### config.mk
export PLATFORM = sky130hd
export DESIGN_NAME = lu_controller
export DESIGN_NICKNAME = d
export VERILOG_FILES = /design/src/design/lu_pkg.sv /design/src/design/lu_controller.sv
export SDC_FILE = /design/constraint.sdc
export NUM_CORES = 1
export LEC_CHECK = 0
export ABC_AREA = 1
export BUFFER_PORTS_ARGS = -buffer_cell sky130_fd_sc_hd__buf_2
export CAP_MARGIN = 10
export CORE_MARGIN = 2
export CORE_UTILIZATION = 56
export DETAILED_ROUTE_END_ITERATION = 16
export HOLD_SLACK_MARGIN = 0.03
export PLACE_DENSITY = 0.79
export SYNTH_ARGS = -nofsm -noshare
export SYNTH_HDL_FRONTEND = slang
export SYNTH_SLANG_ARGS = --single-unit
### constraint.sdc
create_clock -name clk -period 4.4 [get_ports clk]
set_input_delay 0.88 -clock clk [delete_from_list [all_inputs] [get_ports clk]]
set_output_delay 0.88 -clock clk [all_outputs]
set_load 0.01 [all_outputs]
### src/design/lu_pkg.sv
// Shared types and constants for the LU linear system solver.
`default_nettype none
package lu_pkg;
  localparam int DefMaxSize = 16;
  localparam int DefValueWidth = 32;
  localparam int FracBits = 16;
  localparam int SizeWidth = 5;
  localparam int IndexWidth = 4;
  localparam int CountWidth = 7;
  localparam logic [SizeWidth-1:0] SizeReset = 5'd4;

  typedef enum logic [3:0] {
    ST_LOAD,
    ST_FAC_INIT,
    ST_FAC_MAC,
    ST_FAC_END,
    ST_FWD_INIT,
    ST_FWD_MAC,
    ST_FWD_END,
    ST_BWD_INIT,
    ST_BWD_MAC,
    ST_BWD_END,
    ST_EMIT
  } lu_state_t;

  // Datapath operation selected for the current cycle.
  typedef enum logic [2:0] {
    OP_IDLE,
    OP_CLEAR,
    OP_MAC,
    OP_FINISH,
    OP_EMIT
  } lu_op_t;

  // Phase of the run that the finishing step belongs to.
  typedef enum logic [1:0] {
    PH_FAC,
    PH_FWD,
    PH_BWD
  } lu_phase_t;

  typedef struct packed {
    lu_op_t                op;
    lu_phase_t             phase;
    logic [CountWidth-1:0] i;
    logic [CountWidth-1:0] k;
    logic [CountWidth-1:0] j;
    logic                  clear_err;
  } lu_cmd_t;

  typedef struct packed {
    logic finish_done;
  } lu_status_t;
endpackage
`default_nettype wire

### src/design/lu_controller.sv
// Sequencing state machine of the LU solver.
`default_nettype none
module lu_controller import lu_pkg::*; #(
  parameter int MAX_SIZE = DefMaxSize
) (
  input  wire logic                          clk,
  input  wire logic                          rst,
  input  wire logic                          start,
  input  wire logic                          last_element,
  input  wire logic [$clog2(MAX_SIZE+1)-1:0] size,
  input  wire lu_status_t                    status,
  output lu_cmd_t                            cmd,
  output logic                               busy,
  output logic                               emit,
  output logic [IndexWidth-1:0]              emit_index,
  output logic                               emit_last
);
  localparam int CW = CountWidth;

  lu_state_t state, state_next;
  logic [CW-1:0] i, k, j, lim;
  logic [2:0] emit_pipe;
  logic [CW-1:0] ep0, ep1, ep2;
  logic [CW-1:0] n;
  logic [CW-1:0] last_k;
  assign n = CW'(size);
  assign last_k = n - CW'(1);

  always_comb begin
    lim = '0;
    unique case (state)
      ST_FAC_INIT, ST_FAC_MAC: lim = (i < k) ? i : k;
      ST_FWD_INIT, ST_FWD_MAC: lim = k;
      ST_BWD_INIT, ST_BWD_MAC: lim = n;
      default: lim = '0;
    endcase
  end

  logic mac_done;
  assign mac_done = (j + CW'(1) >= lim);

  always_comb begin
    state_next = state;
    unique case (state)
      ST_LOAD: if (start && last_element) state_next = ST_FAC_INIT;
      ST_FAC_INIT: state_next = (lim == '0) ? ST_FAC_END : ST_FAC_MAC;
      ST_FAC_MAC: if (mac_done) state_next = ST_FAC_END;
      ST_FAC_END: if (status.finish_done)
        state_next = (i == last_k && k == last_k) ? ST_FWD_INIT : ST_FAC_INIT;
      ST_FWD_INIT: state_next = (k == '0) ? ST_FWD_END : ST_FWD_MAC;
      ST_FWD_MAC: if (mac_done) state_next = ST_FWD_END;
      ST_FWD_END: if (status.finish_done)
        state_next = (k == last_k) ? ST_BWD_INIT : ST_FWD_INIT;
      ST_BWD_INIT: state_next = (k + CW'(1) >= n) ? ST_BWD_END : ST_BWD_MAC;
      ST_BWD_MAC: if (mac_done) state_next = ST_BWD_END;
      ST_BWD_END: if (status.finish_done)
        state_next = (k == '0) ? ST_EMIT : ST_BWD_INIT;
      ST_EMIT: if (k == last_k) state_next = ST_LOAD;
      default: state_next = ST_LOAD;
    endcase
  end

  lu_cmd_t cmd_base;
  always_comb begin
    cmd_base = '0;
    cmd_base.op = OP_IDLE;
    cmd_base.phase = PH_FAC;
    cmd_base.i = i;
    cmd_base.k = k;
    cmd_base.j = j;
    unique case (state)
      ST_LOAD: cmd_base.clear_err = start && last_element;
      ST_FAC_INIT, ST_FWD_INIT, ST_BWD_INIT: cmd_base.op = OP_CLEAR;
      ST_FAC_MAC, ST_FWD_MAC, ST_BWD_MAC: cmd_base.op = OP_MAC;
      ST_EMIT: cmd_base.op = OP_EMIT;
      default: cmd_base.op = OP_IDLE;
    endcase
    unique case (state)
      ST_FWD_INIT, ST_FWD_MAC, ST_FWD_END: cmd_base.phase = PH_FWD;
      ST_BWD_INIT, ST_BWD_MAC, ST_BWD_END: cmd_base.phase = PH_BWD;
      ST_EMIT: cmd_base.phase = PH_BWD;
      default: cmd_base.phase = PH_FAC;
    endcase
    if (state == ST_BWD_MAC || state == ST_FWD_MAC || state == ST_FWD_END)
      cmd_base.i = k;
    if (state == ST_EMIT) cmd_base.j = k;
  end

  // A finish command is issued only once in each end state.
  logic end_issued, end_issued_next;
  lu_cmd_t fin_cmd;
  always_comb begin
    fin_cmd = cmd_base;
    if ((state == ST_FAC_END || state == ST_FWD_END || state == ST_BWD_END) && !end_issued)
      fin_cmd.op = OP_FINISH;
  end

  // Pipeline drain: the last MAC must land before finish reads the accumulator.
  logic [1:0] drain, drain_next;

  always_comb begin
    drain_next = drain;
    end_issued_next = end_issued;
    if (state == ST_FAC_END || state == ST_FWD_END || state == ST_BWD_END) begin
      if (drain != 2'd3) drain_next = drain + 2'd1;
      else end_issued_next = 1'b1;
    end
    if (state_next != state || status.finish_done) begin
      end_issued_next = 1'b0;
      drain_next = 2'd0;
    end
  end

  always_ff @(posedge clk) begin
    if (rst) begin
      state <= ST_LOAD;
      end_issued <= 1'b0;
      drain <= 2'd0;
      emit_pipe <= '0;
    end else begin
      end_issued <= end_issued_next;
      drain <= drain_next;
      state <= state_next;
      emit_pipe <= {emit_pipe[1:0], state == ST_EMIT};
    end
  end

  assign busy = (state != ST_LOAD) || (emit_pipe != '0);

  // Command output: finish is held back until the pipeline has drained.
  always_comb begin
    if (fin_cmd.op == OP_FINISH && drain != 2'd3) cmd = cmd_base;
    else cmd = fin_cmd;
  end

  always_ff @(posedge clk) begin
    unique case (state)
      ST_LOAD: begin
        i <= '0; k <= '0; j <= '0;
      end
      ST_FAC_INIT, ST_FWD_INIT: j <= '0;
      ST_BWD_INIT: j <= k + CW'(1);
      ST_FAC_MAC, ST_FWD_MAC, ST_BWD_MAC: j <= j + CW'(1);
      ST_FAC_END: if (status.finish_done) begin
        if (k == last_k) begin
          k <= '0;
          i <= (i == last_k) ? '0 : i + CW'(1);
        end else begin
          k <= k + CW'(1);
        end
      end
      ST_FWD_END: if (status.finish_done) k <= (k == last_k) ? last_k : k + CW'(1);
      ST_BWD_END: if (status.finish_done) k <= (k == '0) ? '0 : k - CW'(1);
      ST_EMIT: k <= k + CW'(1);
      default: j <= j;
    endcase
    ep0 <= k;
    ep1 <= ep0;
    ep2 <= ep1;
  end

  assign emit = emit_pipe[1];
  assign emit_index = ep1[IndexWidth-1:0];
  assign emit_last = emit_pipe[1] && (ep1 == last_k);

  logic unused;
  assign unused = ^{ep2, emit_pipe[2]};

`ifndef SYNTHESIS
  a_busy_after_last: assert property (@(posedge clk) disable iff (rst)
    (start && !busy && last_element) |=> busy) else $error("solve did not start");
  a_emit_in_range: assert property (@(posedge clk) disable iff (rst)
    emit |-> (ep1 < n)) else $error("emit index out of range");
  a_emit_busy: assert property (@(posedge clk) disable iff (rst)
    emit |-> busy) else $error("emit while idle");
`endif
endmodule
`default_nettype wire

[Word-level counts from Yosys, hierarchy flattened]
Cells that the tools add are included.
Operators by class
  order comparisons: 3
  muxes and demuxes: 36
  bitwise gates (word level): 1
  eq/ne operators: 20
  reduce and logical (&&, ||, !) cells: 33
  add/sub/neg operators: 6
Operators by type and width (count)
  $mux W7: 12
  $pmux W4 S11: 1
  $pmux W7 S3: 2
  $mux W4: 9
  $pmux W7 S5: 1
  $mux W27: 1
  $add A7 B1 Y7 const B: 3
  $eq A7 B7 Y1: 3
  $eq A4 B3 Y1 const B: 4
  $logic_not A7 Y1: 2
  $pmux W7 S2: 1
  $eq A4 B4 Y1 const B: 3
  $reduce_or A3 Y1: 4
  $ne A2 B2 Y1 const B: 5
  $pmux W3 S3: 1
  $eq A4 B2 Y1 const B: 2
  $reduce_or A2 Y1: 4
  $ge A7 B5 Y1: 1
  $ge A7 B7 Y1: 1
  $lt A7 B7 Y1: 1
  $sub A7 B1 Y7 const B: 1
  $logic_or A1 B1 Y1: 6
  $mux W3: 2
  $reduce_bool A3 Y1: 2
  other kinds (19): 27
Storage, ports and cells
  register bits after elaboration: 45
  input port bits: 10
  logic and storage cells: 108

[Depth between registers and ports, before layout]
  word-level depth: 9
  mapped depth: 26
  mapped depth without buffers: 25

[Worst setup path before layout]
Ideal clock, no wire load.
  path type: input to output
  start point: input port size[0]
  end point: output port emit_last
  arrival: 2389 ps
  required time: 3520 ps
  slack: 1131 ps
  path buffers: 0
  stages on the path: 8
  cells stage by stage: inv_2 > ha_1 > o21ai_0 > a221oi_1 > o21ai_0 > nor2_1 > nand2_1 > a2111oi_0
Between the ends
  longest elaborated chain between the ends: 3
Ends and longest elaborated chain
  from (decl): line lu_controller.sv:10  | input wire logic [$clog2(MAX_SIZE+1)-1:0] size,
  $sub A5 B1 Y6: line lu_controller.sv:27  | assign last_k = n - CW'(1);
  $eq A7 B7 Y1: line lu_controller.sv:164  | assign emit_last = emit_pipe[1] && (ep1 == last_k);
  $logic_and A1 B1 Y1: line lu_controller.sv:164
  to (decl): line lu_controller.sv:16  | output logic emit_last
No other way between the ends.

[Worst setup path in the final report]
  start point: register k[4]
  end point: register end_issued
Between the ends
  longest elaborated chain between the ends: 9
Ends and longest elaborated chain
  from (decl): line lu_controller.sv:21  | logic [CW-1:0] i, k, j, lim;
  from (signal assigned): line lu_controller.sv:149  | k <= k + CW'(1);
  from (signal assigned): line lu_controller.sv:152  | ST_FWD_END: if (status.finish_done) k <= (k == last_k) ? last_k : k + CW'(1);
  from (signal assigned): line lu_controller.sv:153  | ST_BWD_END: if (status.finish_done) k <= (k == '0) ? '0 : k - CW'(1);
  $lt A7 B7 Y1: line lu_controller.sv:32  | ST_FAC_INIT, ST_FAC_MAC: lim = (i < k) ? i : k;
  $mux W7: line lu_controller.sv:32
  $pmux W7 S3: line lu_controller.sv:31  | unique case (state)
  $ge A7 B7 Y1 / $logic_not A7 Y1 (equally long branches): line lu_controller.sv:40, lu_controller.sv:46
  $mux W4, or another cell as far along: line lu_controller.sv:55  | ST_BWD_MAC: if (mac_done) state_next = ST_BWD_END;
  $pmux W4 S11 (*): line lu_controller.sv:44  | unique case (state)
  $ne A4 B4 Y1 (*): line lu_controller.sv:108  | if (state_next != state || status.finish_done) begin
  $logic_or A1 B1 Y1 (*): line lu_controller.sv:108
  $reduce_or A2 Y1 (no line) (*)
  to (signal assigned): line lu_controller.sv:121  | end_issued <= end_issued_next;
  to (decl): line lu_controller.sv:90  | logic end_issued, end_issued_next;
Mark *: on every way between the ends. The rest lies on a longest branch, timed or not.
A chain may end at the register's enable or synchronous reset.

==> run_results.csv <==
group,metric,value,unit
floorplanning,die_w,84.1,um
yosys,synth_top_area_cell,"edfxtp_1",
floorplanning,start_util,57.2,%
placed_design,hpwlAfterDp,7.94,mm
final_layout,seqCellArea,0.00111,mm^2
power_and_ir_drop,powerDensity,703,mW/mm^2
clock_network,cts_buffers,5,
yosys,syn_area,0.00359,mm^2
final_layout,area_delta_synth_final,10.4,%
final_layout,drive_gt1_share,15.1,%
yosys,avgSynthCellArea,6.79,um^2
detailed_routing,drtAntennaViolNets,0,
power_and_ir_drop,switching_share,50.2,%
detailed_routing,via_per_inst,5.75,
yosys,synth_top_area_share,17.6,%
clock_network,cts_max_path_buffers,2,
power_and_ir_drop,p_leak,2.04,nW
sta,finalSetupTns,0,ns
clock_network,holdBufCountCts,0,
placed_design,io_buffers,43,
sta,max_slew_margin,64.5,%
sta,drv_slew,0,
grt,antenna_found_initial,0,
clock_network,clk_latency,0.30,ns
detailed_routing,drt_wl_total,10.0,mm
hold_path,min_path_type,"flip-flop to flip-flop",
setup_path,path_buf_inv,2,
yosys,yosysSeqAreaShare,30.9,%
sta,setup_viol_count_final,0,
final_layout,num_antenna_cells,0,
detailed_routing,drc,0,
flow_run,drv_cap,0,
grt,grt_first_pass_wirelength,16.4,mm
setup_path,slowest_delay,0.68,ns
detailed_routing,drt_iter0_markers,271,
power_and_ir_drop,power.net_switching,1.40,mW
power_and_ir_drop,clockPowerShare,11.8,%
sta,layout_min_cycle_time,3.60,ns
clock_network,postCtsSetupRepairBufs,0,
floorplanning,ios,44,
power_and_ir_drop,p_int,1.39,mW
yosys,synth_ff_type,"dfxtp_1",
setup_path,cpMaxStageDelayCell,"edfxtp_1",
setup_path,crit_arrival,3.85,ns
yosys,synth_enable_flop_cells,21,
floorplanning,die_h,84.1,um
setup_path,required,4.65,ns
setup_path,end_kind,"flip-flop",
yosys,synthCells,529,
clock_network,cts_tree,"done",
sta,tightest_slew,0.529,ns
setup_path,path_common_cell,"nand2_1",
setup_path,cp-start-kind,"flip-flop",
floorplanning,coreArea,0.00628,mm^2
yosys,yosys_warnings,0,
placed_design,place.gp.congestion,0.974,
run_status,status,"complete, no violations",
yosys,synth_most_common_cell,"nand2_1",
grt,grt_util_all_layers,29.0,%
yosys,synth_area_leaders,"edfxtp_1 (18%), nand2_1 (15%), dfxtp_1 (13%)",
power_and_ir_drop,vdd_ir_drop_max,0.000347,V
setup_path,crit_chain,"inv_1 > ha_1 > nand2_1 > nand2_1 > a21oi_2 > nand2_2 > nand2_1 > nand3_1 > nand2_1 > inv_1 > ha_1 > a21oi_1 > o21ai_0 > nand4_1 > o2111ai_1 > nand2_1 > nand3_1 > nand2_1 > nand2_1 > nor2_2 > nand2_2 > nor2_1",
floorplanning,rows,29,
yosys,synth_fp_nets,563,
detailed_routing,vias,3723,
setup_path,critPathTopFamily,"simple AND/OR/NAND/NOR gates",
clock_network,clkTransAtPathRegs,0.09,ns
final_layout,fin_cells,648,
yosys,synthDistinctLibCells,39,
sta,holdWs,0.331,ns
clock_network,htreeDepth,2,
final_layout,nFillCells,596,
detailed_routing,firstDrtPassIters,5,
final_layout,nets,604,
yosys,yosys-top-cells-count,"nand2_1 (145), inv_1 (65), nor2_1 (63)",
floorplanning,die_area,0.00707,mm^2
grt,grt_max_degree,20,
yosys,async_flop_share,0,%
sta,timing.final.crit_share,81.8,%
clock_network,cts_resized,0,
placed_design,placed_cells,640,
yosys,synth_seq_cells,45,
setup_path,critPathMaxFanout,13,
sta,hold_viol_final,0,
clock_network,cts_root_buf,"clkbuf_8",
sta,rsz0062_at_grt,"false",
grt,grt-ovfl-total,0,
final_layout,multi_input_area,0.00215,mm^2
power_and_ir_drop,seqPwrFrac,30.3,%
setup_path,critPathKind,"flip-flop to flip-flop",
power_and_ir_drop,pwr-share-comb,57.9,%
clock_network,cts.sinks,45,
sta,max_freq,278,MHz
grt,first_global_vias,3475,
detailed_routing,avgRoutedWirePerCell,15.5,um
sta,fin_skew,0.00948,ns
-- routing by layer --
metal	vias to the layer above	GRT usage [%]	share of wire, %
met5	-	0	0
li1	1815	-	-
met3	23	4.55	6.8
met4	0	12.2	3.0
met1	1714	37.9	44
met2	171	47.6	46
-- layout make-up --
| class | count | share of cell area, % |
|---|---|---|
| Sequential cell | 45 | 28.0 |
| Clock inverter | 1 | 0.757 |
| Multi-Input combinational cell | 401 | 54.1 |
| Tap cell | 77 | 2.43 |
| Clock buffer | 7 | 2.18 |
| Timing Repair Buffer | 44 | 5.61 |
| Inverter | 73 | 6.91 |
-- registers in the layout (all words and copies together) (netlist names) --
| name | flops |
|---|---|
| j | 7 |
| state | 4 |
| emit_pipe | 3 |
| i | 7 |
| ep0 | 7 |
| k | 7 |
| ep1 | 7 |
| end_issued | 1 |
| drain | 2 |
-- kinds of logic (layout without fill, tap and decap cells) --
| family | Yosys count | in the layout | share of synthesized area [%] |
|---|---|---|---|
| AO/OA/AOI/OAI | 71 | 71 | 12.0 |
| XOR/XNOR | 15 | 15 | 3.66 |
| adder cells (fa/ha/maj) | 24 | 24 | 8.36 |
| buffers and inverters | 83 | 125 | 9.30 |
| flip-flops | 45 | 45 | 30.9 |
| multiplexers | 1 | 1 | 0.279 |
| AND/OR/NAND/NOR | 290 | 290 | 35.5 |
-- worst paths after layout --
path,from,to,slack (ns),cells past startpoint
hold reg to reg,ep0[4],ep1[4],0.33,0
setup / recovery,k[4],end_issued,0.80,22
hold / removal,ep0[4],ep1[4],0.33,0
setup reg to reg,k[4],end_issued,0.80,22
-- power by group through the flow --
stage               logic [mW]  clock network (mW)  registers (mW)
finish                    1.61               0.329           0.846
global route              1.82               0.344           0.873
CTS                       1.59               0.334           0.842
detailed placement        1.58                   0           0.852
global placement          1.54                   0           0.840
floorplan                 1.21                   0           0.772
-- through the flow --
stage | utilization, % | setup WS, ns | area (um^2) | power (mW)
after floorplan | - | 1.13 | 3590 | 1.98
after global placement | 61.4 | 0.916 | 3850 | 2.38
after detailed placement | 61.4 | 0.906 | 3850 | 2.43
after CTS | 63.2 | 0.889 | 3970 | 2.77
after global routing | 63.2 | 0.419 | 3970 | 3.04
final | 63.2 | 0.801 | 3970 | 2.79
-- cell usage in the layout (no fill, tap or decap), types with 2 or more instances in the layout --
| cell type | instances |
|---|---|
| nor2_4 | 2 |
| a22oi_1 | 4 |
| nor2_2 | 6 |
| a21oi_2 | 2 |
| clkinv_1 | 2 |
| o21ai_0 | 28 |
| edfxtp_1 | 21 |
| a21oi_1 | 17 |
| buf_2 | 43 |
| a22o_1 | 2 |
| nor2_1 | 63 |
| nand3_2 | 5 |
| inv_1 | 65 |
| nand3_1 | 37 |
| nand2_2 | 12 |
| or2_2 | 2 |
| nand3b_1 | 2 |
| ha_1 | 24 |
| nor3_1 | 5 |
| xnor2_1 | 3 |
| inv_2 | 6 |
| nor3b_1 | 2 |
| nand4_1 | 9 |
| xor2_1 | 12 |
| nand2_1 | 145 |
| clkbuf_8 | 6 |
| o211ai_1 | 3 |
| o2111ai_1 | 2 |
| o221ai_1 | 4 |
| o22ai_1 | 3 |
| dfxtp_1 | 24 |
(Power assumes the default switching activity.)
